$ cat src/hw/rtl/eac3_aus_pkg.sv
// Shared types, codes and header tables for the E-AC-3 access unit start checker.
package eac3_aus_pkg;

  localparam int BYTE_W            = 8;
  localparam int SHORT_FRAME_BYTES = 8;
  localparam logic [15:0] SYNC_WORD = 16'h0B77;

  // Reason codes reported with each frame decision.
  localparam logic [2:0] R_CONVSYNC = 3'd0;
  localparam logic [2:0] R_SHORT    = 3'd1;
  localparam logic [2:0] R_NO_SYNC  = 3'd2;
  localparam logic [2:0] R_RSVD     = 3'd3;
  localparam logic [2:0] R_DEP      = 3'd4;
  localparam logic [2:0] R_SIX_BLK  = 3'd5;
  localparam logic [2:0] R_CUT      = 3'd6;

  // Header field phases, in bit stream order.
  localparam logic [5:0] P_SYNC     = 6'd0;
  localparam logic [5:0] P_STRM     = 6'd1;
  localparam logic [5:0] P_SUBID    = 6'd2;
  localparam logic [5:0] P_FRMSIZ   = 6'd3;
  localparam logic [5:0] P_FSCOD    = 6'd4;
  localparam logic [5:0] P_NUMBLK   = 6'd5;
  localparam logic [5:0] P_ACMOD    = 6'd6;
  localparam logic [5:0] P_LFE      = 6'd7;
  localparam logic [5:0] P_DIALN    = 6'd8;
  localparam logic [5:0] P_COMPRE   = 6'd9;
  localparam logic [5:0] P_COMPR    = 6'd10;
  localparam logic [5:0] P_DIALN2   = 6'd11;
  localparam logic [5:0] P_COMPR2E  = 6'd12;
  localparam logic [5:0] P_COMPR2   = 6'd13;
  localparam logic [5:0] P_MIXE     = 6'd14;
  localparam logic [5:0] P_DMIX     = 6'd15;
  localparam logic [5:0] P_LTRT     = 6'd16;
  localparam logic [5:0] P_SURMIX   = 6'd17;
  localparam logic [5:0] P_LFEMIXE  = 6'd18;
  localparam logic [5:0] P_LFEMIX   = 6'd19;
  localparam logic [5:0] P_PGMSCLE  = 6'd20;
  localparam logic [5:0] P_PGMSCL   = 6'd21;
  localparam logic [5:0] P_EXTPGME  = 6'd22;
  localparam logic [5:0] P_EXTPGM   = 6'd23;
  localparam logic [5:0] P_MIXDEF   = 6'd24;
  localparam logic [5:0] P_MIX1     = 6'd25;
  localparam logic [5:0] P_MIX2     = 6'd26;
  localparam logic [5:0] P_MIXLEN   = 6'd27;
  localparam logic [5:0] P_MIXDATA  = 6'd28;
  localparam logic [5:0] P_PAIRE    = 6'd29;
  localparam logic [5:0] P_PAIR     = 6'd30;
  localparam logic [5:0] P_FRMMIXE  = 6'd31;
  localparam logic [5:0] P_BLKMIXE  = 6'd32;
  localparam logic [5:0] P_BLKMIX   = 6'd33;
  localparam logic [5:0] P_INFOE    = 6'd34;
  localparam logic [5:0] P_INFO5    = 6'd35;
  localparam logic [5:0] P_INFO2    = 6'd36;
  localparam logic [5:0] P_INFO6    = 6'd37;
  localparam logic [5:0] P_INFOCHE  = 6'd38;
  localparam logic [5:0] P_INFOCH   = 6'd39;
  localparam logic [5:0] P_FSADJ    = 6'd40;
  localparam logic [5:0] P_CONVSYNC = 6'd41;
  localparam logic [5:0] P_DONE     = 6'd42;

  // One bit from the byte serializer to the parser.
  typedef struct packed {
    logic valid;
    logic data;
    logic drained;
  } ser_out_t;

  // Bit feed and frame clear into the parser.
  typedef struct packed {
    logic valid;
    logic data;
    logic clear;
  } bit_feed_t;

  // Decision held by the parser.
  typedef struct packed {
    logic       decided;
    logic       start;
    logic [2:0] reason;
  } parse_status_t;

  function automatic logic [8:0] phase_len(input logic [5:0] p);
    case (p)
      P_SYNC:     return 9'd16;
      P_STRM:     return 9'd2;
      P_SUBID:    return 9'd3;
      P_FRMSIZ:   return 9'd11;
      P_FSCOD:    return 9'd2;
      P_NUMBLK:   return 9'd2;
      P_ACMOD:    return 9'd3;
      P_LFE:      return 9'd1;
      P_DIALN:    return 9'd10;
      P_COMPRE:   return 9'd1;
      P_COMPR:    return 9'd8;
      P_DIALN2:   return 9'd5;
      P_COMPR2E:  return 9'd1;
      P_COMPR2:   return 9'd8;
      P_MIXE:     return 9'd1;
      P_DMIX:     return 9'd2;
      P_LTRT:     return 9'd6;
      P_SURMIX:   return 9'd6;
      P_LFEMIXE:  return 9'd1;
      P_LFEMIX:   return 9'd5;
      P_PGMSCLE:  return 9'd1;
      P_PGMSCL:   return 9'd6;
      P_EXTPGME:  return 9'd1;
      P_EXTPGM:   return 9'd6;
      P_MIXDEF:   return 9'd2;
      P_MIX1:     return 9'd5;
      P_MIX2:     return 9'd12;
      P_MIXLEN:   return 9'd5;
      P_MIXDATA:  return 9'd16;
      P_PAIRE:    return 9'd1;
      P_PAIR:     return 9'd14;
      P_FRMMIXE:  return 9'd1;
      P_BLKMIXE:  return 9'd1;
      P_BLKMIX:   return 9'd5;
      P_INFOE:    return 9'd1;
      P_INFO5:    return 9'd5;
      P_INFO2:    return 9'd4;
      P_INFO6:    return 9'd2;
      P_INFOCHE:  return 9'd1;
      P_INFOCH:   return 9'd8;
      P_FSADJ:    return 9'd1;
      P_CONVSYNC: return 9'd1;
      default:    return 9'd1;
    endcase
  endfunction

  // Whether a field is present for the channel mode, LFE flag and rate code.
  function automatic logic phase_applies(input logic [5:0] p, input logic [2:0] m,
                                         input logic lfe, input logic [1:0] rate);
    case (p)
      P_DIALN2, P_COMPR2E, P_COMPR2: return m == 3'd0;
      P_DMIX:                        return m > 3'd2;
      P_LTRT:                        return m[0] && (m > 3'd2);
      P_SURMIX:                      return m[2];
      P_LFEMIXE, P_LFEMIX:           return lfe;
      P_PAIRE, P_PAIR:               return m < 3'd2;
      P_INFO2:                       return m == 3'd2;
      P_INFO6:                       return m >= 3'd6;
      P_FSADJ:                       return rate != 2'd3;
      default:                       return 1'b1;
    endcase
  endfunction

  // First present field at or after p; at most five absent fields in a row.
  function automatic logic [5:0] skip_phase(input logic [5:0] p, input logic [2:0] m,
                                            input logic lfe, input logic [1:0] rate);
    logic [5:0] q;
    q = p;
    for (int i = 0; i < 8; i++) begin
      if (q < P_DONE && !phase_applies(q, m, lfe, rate)) begin
        q = q + 6'd1;
      end
    end
    return q;
  endfunction

  function automatic logic [2:0] blocks_for(input logic [1:0] code);
    case (code)
      2'd0:    return 3'd1;
      2'd1:    return 3'd2;
      2'd2:    return 3'd3;
      default: return 3'd6;
    endcase
  endfunction

endpackage

$ cat src/hw/rtl/eac3_aus_if.sv
// Valid/ready channel interfaces for frame bytes and frame decisions.
interface eac3_aus_in_if;
  logic       valid;
  logic       ready;
  logic [7:0] frame_byte;
  logic       frame_end;

  modport source (output valid, output frame_byte, output frame_end, input ready);
  modport sink (input valid, input frame_byte, input frame_end, output ready);
endinterface

interface eac3_aus_out_if;
  logic       valid;
  logic       ready;
  logic       starts_access_unit;
  logic [2:0] reason_code;

  modport source (output valid, output starts_access_unit, output reason_code, input ready);
  modport sink (input valid, input starts_access_unit, input reason_code, output ready);
endinterface

$ cat src/hw/rtl/eac3_aus_byte_ser.sv
// Byte serializer: shifts one loaded byte out MSB first, one bit per cycle.
module eac3_aus_byte_ser
  import eac3_aus_pkg::*;
(
  input  logic        clk,
  input  logic        rst_n,
  input  logic        load,
  input  logic        release_byte,
  input  logic [7:0]  byte_in,
  output logic        busy,
  output ser_out_t    ser_o
);

  localparam int CNT_W = $clog2(BYTE_W + 1);

  logic [BYTE_W-1:0] sh_r;
  logic [CNT_W-1:0]  cnt_r;
  logic              busy_r;
  logic              bit_cyc;

  assign bit_cyc = busy_r && (cnt_r != CNT_W'(BYTE_W));

  always_ff @(posedge clk) begin
    if (!rst_n) begin
      busy_r <= 1'b0;
      cnt_r  <= '0;
    end else if (load) begin
      busy_r <= 1'b1;
      cnt_r  <= '0;
    end else if (release_byte) begin
      busy_r <= 1'b0;
    end else if (bit_cyc) begin
      cnt_r <= cnt_r + CNT_W'(1);
    end
  end

  always_ff @(posedge clk) begin
    if (load) begin
      sh_r <= byte_in;
    end else if (bit_cyc) begin
      sh_r <= {sh_r[BYTE_W-2:0], 1'b0};
    end
  end

  assign busy          = busy_r;
  assign ser_o.valid   = bit_cyc;
  assign ser_o.data    = sh_r[BYTE_W-1];
  assign ser_o.drained = busy_r && (cnt_r == CNT_W'(BYTE_W));

endmodule

$ cat src/hw/rtl/eac3_aus_bit_parser.sv
// Bit-serial header parser: walks the header fields one bit per cycle while fed.
module eac3_aus_bit_parser
  import eac3_aus_pkg::*;
(
  input  logic          clk,
  input  logic          rst_n,
  input  bit_feed_t     feed_i,
  output parse_status_t status_o
);

  logic [5:0]  phase_r, phase_nxt;
  logic [8:0]  rem_r, rem_nxt;
  logic [15:0] acc_r, acc_nxt;
  logic [1:0]  strm_r, strm_nxt;
  logic [2:0]  acmod_r, acmod_nxt;
  logic        lfe_r, lfe_nxt;
  logic [1:0]  fscod_r, fscod_nxt;
  logic [2:0]  blk_r, blk_nxt;
  logic [2:0]  loop_r, loop_nxt;
  logic        decided_r, decided_nxt;
  logic        start_r, start_nxt;
  logic [2:0]  reason_r, reason_nxt;

  logic [15:0] v;
  logic [2:0]  pairs;
  logic [2:0]  nblk;
  logic [2:0]  li1;
  logic        do_enter, do_loop, do_dec, dec_start, mixlen;
  logic [5:0]  tgt, lp_first, lp_after, entered;
  logic [2:0]  lp_n, dec_reason;

  assign v       = {acc_r[14:0], feed_i.data};
  assign pairs   = (acmod_r != 3'd0) ? 3'd1 : 3'd2;
  assign nblk    = (fscod_r == 2'd3) ? 3'd6 : blocks_for(v[1:0]);
  assign li1     = loop_r + 3'd1;
  assign entered = skip_phase(tgt, acmod_r, lfe_r, fscod_r);

  // Field completion: choose the next field, a loop step, or a decision.
  always_comb begin
    do_enter   = 1'b0;
    do_loop    = 1'b0;
    do_dec     = 1'b0;
    dec_start  = 1'b0;
    dec_reason = R_CONVSYNC;
    mixlen     = 1'b0;
    tgt        = P_DONE;
    lp_first   = P_DONE;
    lp_after   = P_DONE;
    lp_n       = pairs;
    strm_nxt   = strm_r;
    acmod_nxt  = acmod_r;
    lfe_nxt    = lfe_r;
    fscod_nxt  = fscod_r;
    blk_nxt    = blk_r;
    case (phase_r)
      P_SYNC: begin
        if (v != SYNC_WORD) begin
          do_dec = 1'b1; dec_reason = R_NO_SYNC; dec_start = 1'b1;
        end else begin
          do_enter = 1'b1; tgt = P_STRM;
        end
      end
      P_STRM: begin
        strm_nxt = v[1:0]; do_enter = 1'b1; tgt = P_SUBID;
      end
      P_SUBID: begin
        if (strm_r == 2'd3) begin
          do_dec = 1'b1; dec_reason = R_RSVD; dec_start = 1'b1;
        end else if (strm_r == 2'd1 || v != 16'd0) begin
          do_dec = 1'b1; dec_reason = R_DEP; dec_start = 1'b0;
        end else begin
          do_enter = 1'b1; tgt = P_FRMSIZ;
        end
      end
      P_FRMSIZ: begin
        do_enter = 1'b1; tgt = P_FSCOD;
      end
      P_FSCOD: begin
        fscod_nxt = v[1:0]; do_enter = 1'b1; tgt = P_NUMBLK;
      end
      P_NUMBLK: begin
        blk_nxt = nblk;
        if (nblk == 3'd6 || strm_r == 2'd2) begin
          do_dec = 1'b1; dec_reason = R_SIX_BLK; dec_start = 1'b1;
        end else begin
          do_enter = 1'b1; tgt = P_ACMOD;
        end
      end
      P_ACMOD: begin
        acmod_nxt = v[2:0]; do_enter = 1'b1; tgt = P_LFE;
      end
      P_LFE: begin
        lfe_nxt = v[0]; do_enter = 1'b1; tgt = P_DIALN;
      end
      P_DIALN: begin
        do_enter = 1'b1; tgt = P_COMPRE;
      end
      P_COMPRE: begin
        do_enter = 1'b1; tgt = v[0] ? P_COMPR : P_DIALN2;
      end
      P_COMPR: begin
        do_enter = 1'b1; tgt = P_DIALN2;
      end
      P_DIALN2: begin
        do_enter = 1'b1; tgt = P_COMPR2E;
      end
      P_COMPR2E: begin
        do_enter = 1'b1; tgt = v[0] ? P_COMPR2 : P_MIXE;
      end
      P_COMPR2: begin
        do_enter = 1'b1; tgt = P_MIXE;
      end
      P_MIXE: begin
        do_enter = 1'b1; tgt = v[0] ? P_DMIX : P_INFOE;
      end
      P_DMIX: begin
        do_enter = 1'b1; tgt = P_LTRT;
      end
      P_LTRT: begin
        do_enter = 1'b1; tgt = P_SURMIX;
      end
      P_SURMIX: begin
        do_enter = 1'b1; tgt = P_LFEMIXE;
      end
      P_LFEMIXE: begin
        do_enter = 1'b1; tgt = v[0] ? P_LFEMIX : P_PGMSCLE;
      end
      P_LFEMIX: begin
        do_enter = 1'b1; tgt = P_PGMSCLE;
      end
      P_PGMSCLE: begin
        do_enter = 1'b1;
        if (v[0]) begin
          tgt = P_PGMSCL;
        end else begin
          do_loop = 1'b1; lp_first = P_PGMSCLE; lp_after = P_EXTPGME;
        end
      end
      P_PGMSCL: begin
        do_enter = 1'b1; do_loop = 1'b1; lp_first = P_PGMSCLE; lp_after = P_EXTPGME;
      end
      P_EXTPGME: begin
        do_enter = 1'b1; tgt = v[0] ? P_EXTPGM : P_MIXDEF;
      end
      P_EXTPGM: begin
        do_enter = 1'b1; tgt = P_MIXDEF;
      end
      P_MIXDEF: begin
        do_enter = 1'b1;
        case (v[1:0])
          2'd1:    tgt = P_MIX1;
          2'd2:    tgt = P_MIX2;
          2'd3:    tgt = P_MIXLEN;
          default: tgt = P_PAIRE;
        endcase
      end
      P_MIX1, P_MIX2, P_MIXDATA: begin
        do_enter = 1'b1; tgt = P_PAIRE;
      end
      P_MIXLEN: begin
        do_enter = 1'b1; tgt = P_MIXDATA; mixlen = 1'b1;
      end
      P_PAIRE: begin
        do_enter = 1'b1;
        if (v[0]) begin
          tgt = P_PAIR;
        end else begin
          do_loop = 1'b1; lp_first = P_PAIRE; lp_after = P_FRMMIXE;
        end
      end
      P_PAIR: begin
        do_enter = 1'b1; do_loop = 1'b1; lp_first = P_PAIRE; lp_after = P_FRMMIXE;
      end
      P_FRMMIXE: begin
        do_enter = 1'b1;
        if (!v[0]) begin
          tgt = P_INFOE;
        end else begin
          tgt = (blk_r == 3'd1) ? P_BLKMIX : P_BLKMIXE;
        end
      end
      P_BLKMIXE: begin
        do_enter = 1'b1; lp_n = blk_r;
        if (v[0]) begin
          tgt = P_BLKMIX;
        end else begin
          do_loop = 1'b1; lp_first = P_BLKMIXE; lp_after = P_INFOE;
        end
      end
      P_BLKMIX: begin
        do_enter = 1'b1; do_loop = 1'b1; lp_n = blk_r; lp_after = P_INFOE;
        lp_first = (blk_r == 3'd1) ? P_BLKMIX : P_BLKMIXE;
      end
      P_INFOE: begin
        do_enter = 1'b1; tgt = v[0] ? P_INFO5 : P_CONVSYNC;
      end
      P_INFO5: begin
        do_enter = 1'b1; tgt = P_INFO2;
      end
      P_INFO2: begin
        do_enter = 1'b1; tgt = P_INFO6;
      end
      P_INFO6: begin
        do_enter = 1'b1; tgt = P_INFOCHE;
      end
      P_INFOCHE: begin
        do_enter = 1'b1;
        if (v[0]) begin
          tgt = P_INFOCH;
        end else begin
          do_loop = 1'b1; lp_first = P_INFOCHE; lp_after = P_FSADJ;
        end
      end
      P_INFOCH: begin
        do_enter = 1'b1; do_loop = 1'b1; lp_first = P_INFOCHE; lp_after = P_FSADJ;
      end
      P_FSADJ: begin
        do_enter = 1'b1; tgt = P_CONVSYNC;
      end
      P_CONVSYNC: begin
        do_dec = 1'b1; dec_reason = R_CONVSYNC; dec_start = v[0];
      end
      default: begin
        do_enter = 1'b1; tgt = P_DONE;
      end
    endcase
    // Loop counters step before the next field is chosen.
    loop_nxt = loop_r;
    if (do_loop) begin
      if (li1 < lp_n) begin
        tgt      = lp_first;
        loop_nxt = li1;
      end else begin
        tgt      = lp_after;
        loop_nxt = 3'd0;
      end
    end
  end

  // State update for one bit, or a frame clear.
  always_comb begin
    phase_nxt   = phase_r;
    rem_nxt     = rem_r;
    acc_nxt     = acc_r;
    decided_nxt = decided_r;
    start_nxt   = start_r;
    reason_nxt  = reason_r;
    if (feed_i.valid && !decided_r && phase_r < P_DONE) begin
      acc_nxt = v;
      rem_nxt = rem_r - 9'd1;
      if (rem_r == 9'd1) begin
        if (do_dec) begin
          decided_nxt = 1'b1;
          start_nxt   = dec_start;
          reason_nxt  = dec_reason;
          phase_nxt   = P_DONE;
        end else if (do_enter) begin
          phase_nxt = entered;
          acc_nxt   = 16'd0;
          rem_nxt   = mixlen ? (({4'd0, v[4:0]} + 9'd2) << 3) : phase_len(entered);
        end
      end
    end
  end

  always_ff @(posedge clk) begin
    if (!rst_n || feed_i.clear) begin
      phase_r   <= P_SYNC;
      rem_r     <= phase_len(P_SYNC);
      acc_r     <= 16'd0;
      strm_r    <= 2'd0;
      acmod_r   <= 3'd0;
      lfe_r     <= 1'b0;
      fscod_r   <= 2'd0;
      blk_r     <= 3'd6;
      loop_r    <= 3'd0;
      decided_r <= 1'b0;
      start_r   <= 1'b0;
      reason_r  <= R_CONVSYNC;
    end else begin
      phase_r   <= phase_nxt;
      rem_r     <= rem_nxt;
      acc_r     <= acc_nxt;
      decided_r <= decided_nxt;
      start_r   <= start_nxt;
      reason_r  <= reason_nxt;
      if (feed_i.valid && !decided_r && phase_r < P_DONE && rem_r == 9'd1) begin
        strm_r  <= strm_nxt;
        acmod_r <= acmod_nxt;
        lfe_r   <= lfe_nxt;
        fscod_r <= fscod_nxt;
        blk_r   <= blk_nxt;
        loop_r  <= loop_nxt;
      end
    end
  end

  assign status_o.decided = decided_r;
  assign status_o.start   = start_r;
  assign status_o.reason  = reason_r;

endmodule

$ cat src/hw/rtl/eac3_access_unit_start_check.sv
// Top level: E-AC-3 access unit start checker, byte in, one decision per frame out.
// Each byte has an accept edge, bit cycles in which the serializer feeds one bit
// per cycle to the bit-serial parser in the header window, and a closing cycle.
// A frame decision is written to the output register in the closing cycle of the
// byte that carries frame_end; that cycle waits while an older decision is not taken.
// Reset (rst_n low, synchronous) empties the output register and returns the
// parser to the sync word field with a zero byte count.
module eac3_access_unit_start_check
  import eac3_aus_pkg::*;
#(
  parameter int HEADER_WINDOW_BYTES = 128
) (
  input  logic                  clk,
  input  logic                  rst_n,
  eac3_aus_in_if.sink           in_ch,
  eac3_aus_out_if.source        out_ch
);

  // The byte counter only needs to reach the window size, where it saturates.
  localparam int BC_W = $clog2(HEADER_WINDOW_BYTES + 1);

  logic [BC_W-1:0] bc_r;
  logic            take_r;
  logic            last_r;
  logic            out_valid_r;
  logic            out_start_r;
  logic [2:0]      out_reason_r;

  logic            ser_busy;
  ser_out_t        ser;
  bit_feed_t       feed;
  parse_status_t   status;
  logic            accept;
  logic            close_byte;
  logic            out_free;

  // A new byte is taken whenever the serializer is empty; a pending decision in
  // the output register holds up input only by stalling a frame's closing cycle.
  assign in_ch.ready = !ser_busy;
  assign accept      = in_ch.valid && !ser_busy;

  // The closing cycle of a frame's last byte needs a free output slot.
  assign out_free   = !out_valid_r || out_ch.ready;
  assign close_byte = ser.drained && (!last_r || out_free);

  eac3_aus_byte_ser u_ser (
    .clk          (clk),
    .rst_n        (rst_n),
    .load         (accept),
    .release_byte (close_byte),
    .byte_in      (in_ch.frame_byte),
    .busy         (ser_busy),
    .ser_o        (ser)
  );

  // Bytes past the header window are neither counted nor passed to the parser.
  assign feed.valid = ser.valid && take_r;
  assign feed.data  = ser.data;
  assign feed.clear = close_byte && last_r;

  eac3_aus_bit_parser u_parser (
    .clk      (clk),
    .rst_n    (rst_n),
    .feed_i   (feed),
    .status_o (status)
  );

  // The byte count is advanced at accept time, so by the closing cycle it
  // already includes the current byte.
  always_ff @(posedge clk) begin
    if (!rst_n) begin
      bc_r   <= '0;
      take_r <= 1'b0;
      last_r <= 1'b0;
    end else if (accept) begin
      last_r <= in_ch.frame_end;
      take_r <= bc_r < BC_W'(HEADER_WINDOW_BYTES);
      if (bc_r < BC_W'(HEADER_WINDOW_BYTES)) begin
        bc_r <= bc_r + BC_W'(1);
      end
    end else if (close_byte && last_r) begin
      bc_r <= '0;
    end
  end

  // Output register. A short frame wins over any parser decision, and a
  // header that never reached its convsync bit counts as a start.
  always_ff @(posedge clk) begin
    if (!rst_n) begin
      out_valid_r <= 1'b0;
    end else if (close_byte && last_r) begin
      out_valid_r <= 1'b1;
    end else if (out_ch.ready) begin
      out_valid_r <= 1'b0;
    end
  end

  always_ff @(posedge clk) begin
    if (close_byte && last_r) begin
      if (bc_r < BC_W'(SHORT_FRAME_BYTES)) begin
        out_start_r  <= 1'b1;
        out_reason_r <= R_SHORT;
      end else if (status.decided) begin
        out_start_r  <= status.start;
        out_reason_r <= status.reason;
      end else begin
        out_start_r  <= 1'b1;
        out_reason_r <= R_CUT;
      end
    end
  end

  assign out_ch.valid              = out_valid_r;
  assign out_ch.starts_access_unit = out_start_r;
  assign out_ch.reason_code        = out_reason_r;

endmodule
$ cat src/flat_wrapper.sv
// flat-port wrapper written by rule: the top's interface ports become plain ports
module eac3_access_unit_start_check_flat import eac3_aus_pkg::*;
#(
  parameter int HEADER_WINDOW_BYTES = 128
)
  (clk, rst_n, in_ch_valid, in_ch_frame_byte, in_ch_frame_end, in_ch_ready, out_ch_valid, out_ch_starts_access_unit, out_ch_reason_code, out_ch_ready);
  eac3_aus_in_if in_ch_i ();
  eac3_aus_out_if out_ch_i ();
  input  logic clk;
  input  logic rst_n;
  input wire logic [$bits(in_ch_i.valid)-1:0] in_ch_valid;
  input wire logic [$bits(in_ch_i.frame_byte)-1:0] in_ch_frame_byte;
  input wire logic [$bits(in_ch_i.frame_end)-1:0] in_ch_frame_end;
  output wire logic [$bits(in_ch_i.ready)-1:0] in_ch_ready;
  output wire logic [$bits(out_ch_i.valid)-1:0] out_ch_valid;
  output wire logic [$bits(out_ch_i.starts_access_unit)-1:0] out_ch_starts_access_unit;
  output wire logic [$bits(out_ch_i.reason_code)-1:0] out_ch_reason_code;
  input wire logic [$bits(out_ch_i.ready)-1:0] out_ch_ready;
  assign in_ch_i.valid = in_ch_valid;
  assign in_ch_i.frame_byte = in_ch_frame_byte;
  assign in_ch_i.frame_end = in_ch_frame_end;
  assign in_ch_ready = in_ch_i.ready;
  assign out_ch_valid = out_ch_i.valid;
  assign out_ch_starts_access_unit = out_ch_i.starts_access_unit;
  assign out_ch_reason_code = out_ch_i.reason_code;
  assign out_ch_i.ready = out_ch_ready;
  eac3_access_unit_start_check #(.HEADER_WINDOW_BYTES(HEADER_WINDOW_BYTES)) u_core (.clk(clk), .rst_n(rst_n), .in_ch(in_ch_i), .out_ch(out_ch_i));
endmodule
$ cat config.mk
export PLATFORM = sky130hd
export DESIGN_NAME = eac3_access_unit_start_check_flat
export DESIGN_NICKNAME = d
export VERILOG_FILES = /design/src/hw/rtl/eac3_aus_pkg.sv /design/src/hw/rtl/eac3_aus_if.sv /design/src/hw/rtl/eac3_aus_byte_ser.sv /design/src/hw/rtl/eac3_aus_bit_parser.sv /design/src/hw/rtl/eac3_access_unit_start_check.sv /design/src/flat_wrapper.sv
export SDC_FILE = /design/constraint.sdc
export NUM_CORES = 1
export LEC_CHECK = 0
export CAP_MARGIN = 20
export CORE_UTILIZATION = 60
export DETAILED_ROUTE_END_ITERATION = 7
export DONT_BUFFER_PORTS = 1
export HOLD_SLACK_MARGIN = 0.06
export PLACE_DENSITY_LB_ADDON = 0.08
export SYNTH_ARGS = -nofsm -noshare
export SYNTH_HDL_FRONTEND = slang
export SYNTH_HIERARCHICAL = 1
export SYNTH_SLANG_ARGS = --single-unit
$ cat constraint.sdc
create_clock -name clk -period 20.1 [get_ports clk]
set_input_delay 2.01 -clock clk [delete_from_list [all_inputs] [get_ports clk]]
set_output_delay 2.01 -clock clk [all_outputs]
set_load 0.01 [all_outputs]
==> out/metrics.json <==
{
  "outcome": {
    "outcome": "complete, no violations"
  },
  "worst_setup_path": {
    "worst-path-max-fanout": 15,
    "crit_path_start_kind": "register",
    "setup.worst_path.end_class": "register",
    "worst-endpoint-arrival_ps": 19480,
    "critical-path-slowest-cell": "sky130_fd_sc_hd__or4_4",
    "timing.setup.critical_path_class": "reg2reg",
    "timing.critical_path.required_ps": 20360,
    "slowest_stage_delay_on_critical_path_ps": 610,
    "critical_path.most_common_cell": "sky130_fd_sc_hd__ha_1"
  },
  "place": {
    "preCtsSetupSlack_ps": -1220,
    "routabilityCongestion": 1.03,
    "numPortBuffers": 0,
    "detailed_place.area_mm2": 0.0109,
    "detailedPlacementHpwl_um": 24600
  },
  "floorplan": {
    "num_io_pins": 19,
    "starting_density_of_the_core": 0.619,
    "core_area_mm2": 0.0174,
    "die_w_um": 136,
    "y_dimension_of_the_die_um": 136,
    "floorplan.rows": 48,
    "fp.dieArea_mm2": 0.0185
  },
  "layout": {
    "final_layout_size_suffix_gt1_frac": 0.166,
    "syn_to_final_growth_pct": 8.40,
    "finish.instance_area_mm2": 0.0117,
    "finish.net_count": 1497,
    "fillers": 1514,
    "antenna_diodes": 0
  },
  "yosys": {
    "yosys.area.top_type": "sky130_fd_sc_hd__dfxtp_1",
    "mappedNetlistNets": 1514,
    "postSynthRegisterBits": 77,
    "syn_area_mm2": 0.0108,
    "synthesis.area_per_instance_um2": 7.38,
    "syn_inst": 1460,
    "top_cell_types_by_occurrence_after_synthesis": "sky130_fd_sc_hd__nand2_1, sky130_fd_sc_hd__nor2_1, sky130_fd_sc_hd__a21oi_1",
    "synth-async-reset-ratio": 0,
    "most_common_cell_in_the_netlist": "sky130_fd_sc_hd__nand2_1",
    "ys_seq_area_frac": 0.154,
    "yosysTopAreaCellShare": 0.121,
    "synthesis.yosys.warnings": 6,
    "ys_types": 130,
    "synthTopCellsByArea": "sky130_fd_sc_hd__dfxtp_1, sky130_fd_sc_hd__ha_1, sky130_fd_sc_hd__nand2_1",
    "count_of_flip_flops_with_a_built_in_enable_after_synthesis": 12,
    "ys_dominant_reg_cell": "sky130_fd_sc_hd__dfxtp_1"
  },
  "grt": {
    "grt_start_max_net_pins": 43,
    "grt_overflow": 0,
    "grt_util_all_layers": 0.363,
    "number_of_global_route_vias_before_repair": 10500,
    "grt_antenna_before_repair": 0,
    "grt_pass1_wl_um": 54300
  },
  "route": {
    "detailedRoute.firstPassIterationCount": 5,
    "wl_met2_um": 15700,
    "routed_wire_length_per_instance_um": 20.4,
    "drt_drc_violations_left": 0,
    "met3_wirelength_um": 2980,
    "via_count_normalized_by_instance_count": 7.07,
    "drt-initial-drc-count": 1122,
    "vias": 11800,
    "routed_wl_um": 34200,
    "top_layer_used": "met4",
    "met1_length_um": 14600,
    "drtAntennaViolNets": 0
  },
  "sta": {
    "final.hold.worst_slack_ps": 464,
    "setup_ws_ps": 884,
    "slew_headroom": 0.390,
    "clock_skew_ps": 7.33,
    "max_freq_mhz": 52.0,
    "finalMaxSlewViolations": 0,
    "worst-slew-pin-transition_ps": 913,
    "final-hold-violation-count": 0,
    "final.min_clock_period_ps": 19220,
    "report.final.setup_viol": 0,
    "layout_worst_path_cycle_share": 0.956
  },
  "clocking": {
    "post_cts_hold_buffer_count": 0,
    "worst_skew_pair.late_latency_ps": 350,
    "cts-buffers-inserted": 9,
    "cts.reportedPaths.clkPinSlew_ps": 70,
    "clock-root-buffer": "sky130_fd_sc_hd__clkbuf_16",
    "clock_sinks": 77,
    "cts_tree": "yes",
    "htree_num_levels": 3,
    "clock_tree.buffer_depth": 2
  },
  "pwr": {
    "cell_internal_pwr_uw": 256,
    "pwr-share-clk": 0.452,
    "irDropWorstVdd_mv": 0.0558,
    "p_leak_uw": 0.00406,
    "sequential_group_share_of_total_power": 0.476,
    "power.switching_fraction": 0.260,
    "power.share.combinational": 0.072,
    "power_density_mw_per_mm2": 29.6,
    "power.net_switching_uw": 89.9
  },
  "job": {
    "max-cap-violations": 0
  },
  "hold_path": {
    "timing.hold.worst.class": "reg2reg"
  }
}
timing repair:
| item | 4_1_cts | 5_1_grt |
|---|---|---|
| setup endpoints to repair | 11 | 11 |
| pin swaps | 4 | 14 |
| resized for setup | 17 | 58 |
| gates cloned | 0 | 0 |
| buffers inserted | 4 | 13 |
| hold endpoints to repair | 0 | 0 |
layout make-up:
| cell class | count | area, um^2 | share of cell area |
|---|---|---|---|
| Clock buffer | 9 | 225 | 0.0193 |
| Tap cell | 225 | 282 | 0.0241 |
| Clock inverter | 7 | 57.6 | 0.00493 |
| Timing Repair Buffer | 59 | 443 | 0.0379 |
| Inverter | 55 | 208 | 0.0178 |
| Multi-Input combinational cell | 1241 | 8800 | 0.754 |
| Sequential cell | 77 | 1660 | 0.142 |
final timing paths:
| path | end | slack (ps) | start | cells past startpoint |
|---|---|---|---|---|
| worst min register to register | u_core/u_parser/acc_r[14] | 460 | u_core/u_parser/acc_r[14] | 2 |
| worst max-delay path | u_core/u_parser/rem_r[2] | 880 | u_core/u_parser/phase_r[2] | 85 |
| worst max register to register | u_core/u_parser/rem_r[2] | 880 | u_core/u_parser/phase_r[2] | 85 |
| worst min-delay path | u_core/u_parser/acc_r[14] | 460 | u_core/u_parser/acc_r[14] | 2 |
power by group through the flow:
stage	sequential (uW)	clock, uW	combinational (uW)
after floorplan	166	0	20.1
after global placement	168	0	24.0
after detailed placement	168	0	24.2
after CTS	164	159	24.3
after global routing	165	164	27.4
final	164	156	25.0
placed cells by master, fill, tap and decap left out, drive strengths merged, types with 8 or more instances in the layout:
| master | count |
|---|---|
| a2111oi | 8 |
| a211oi | 18 |
| a21o | 17 |
| a21oi | 98 |
| a31oi | 30 |
| a32oi | 9 |
| a41oi | 8 |
| and2 | 31 |
| and3 | 23 |
| and4 | 8 |
| buf | 59 |
| clkbuf | 9 |
| dfxtp | 65 |
| edfxtp | 12 |
| ha | 41 |
| inv | 58 |
| mux2 | 31 |
| mux2i | 33 |
| nand2 | 132 |
| nand2b | 18 |
| nand3 | 77 |
| nand4 | 40 |
| nor2 | 133 |
| nor2b | 16 |
| nor3 | 59 |
| nor4 | 22 |
| o2111ai | 12 |
| o211ai | 17 |
| o21a | 13 |
| o21ai | 54 |
| o22ai | 15 |
| o31ai | 25 |
| o32ai | 12 |
| or2 | 20 |
| or3 | 21 |
| or4 | 15 |
| xnor2 | 38 |
metrics by stage:
| stage | TNS [ps] | total power [uW] | utilization | instances |
|---|---|---|---|---|
| after global routing | -494 | 356 | 0.670 | 1673 |
| after floorplan | 0 | 186 | - | 1460 |
| after detailed placement | -8460 | 192 | 0.625 | 1640 |
| after CTS | 0 | 348 | 0.648 | 1660 |
| final | 0 | 345 | 0.670 | 1673 |
| after global placement | -4530 | 192 | 0.625 | 1640 |
worst max-delay path, delay by kind of cell, from the launching register on:
family / cells / cell delay [ps]
muxes: 5 / 1790
xor gates and xnor gates: 3 / 780
adders and majority gates: 9 / 2080
buffers and inverters: 11 / 1470
DFF: 1 / 310
and+or+nand+nor: 25 / 6700
AOI/OAI and AO/OA: 32 / 5930
cells by family (layout without fill, tap and decap cells):
| logic type | Yosys count | count (layout) | share of synthesized area |
|---|---|---|---|
| muxes | 64 | 64 | 0.0638 |
| AOI/OAI and AO/OA | 439 | 439 | 0.307 |
| and+or+nand+nor | 651 | 651 | 0.324 |
| xor gates and xnor gates | 46 | 46 | 0.0394 |
| DFF | 77 | 77 | 0.154 |
| adders and majority gates | 41 | 41 | 0.0476 |
| buffers and inverters | 142 | 130 | 0.0646 |
layer usage:
layer,track usage,vias up
met5,0,-
met4,0.115,0
met3,0.0451,109
met2,0.586,647
met1,0.498,5517
li1,-,5560
sequential cells by signal (all words and copies together), names as in the netlist, 2 cells and up:
name,cells
u_core/out_ch.reason_code,3
u_core/u_ser/cnt_r,4
u_core/u_parser/rem_r,9
u_core/u_parser/phase_r,6
u_core/u_parser/acc_r,15
u_core/u_parser/blk_r,3
u_core/bc_r,8
u_core/u_parser/fscod_r,2
u_core/u_parser/reason_r,3
u_core/u_parser/acmod_r,3
u_core/u_ser/sh_r,8
u_core/u_parser/strm_r,2
u_core/u_parser/loop_r,3
Note: power is estimated with default switching activity, not from simulation.
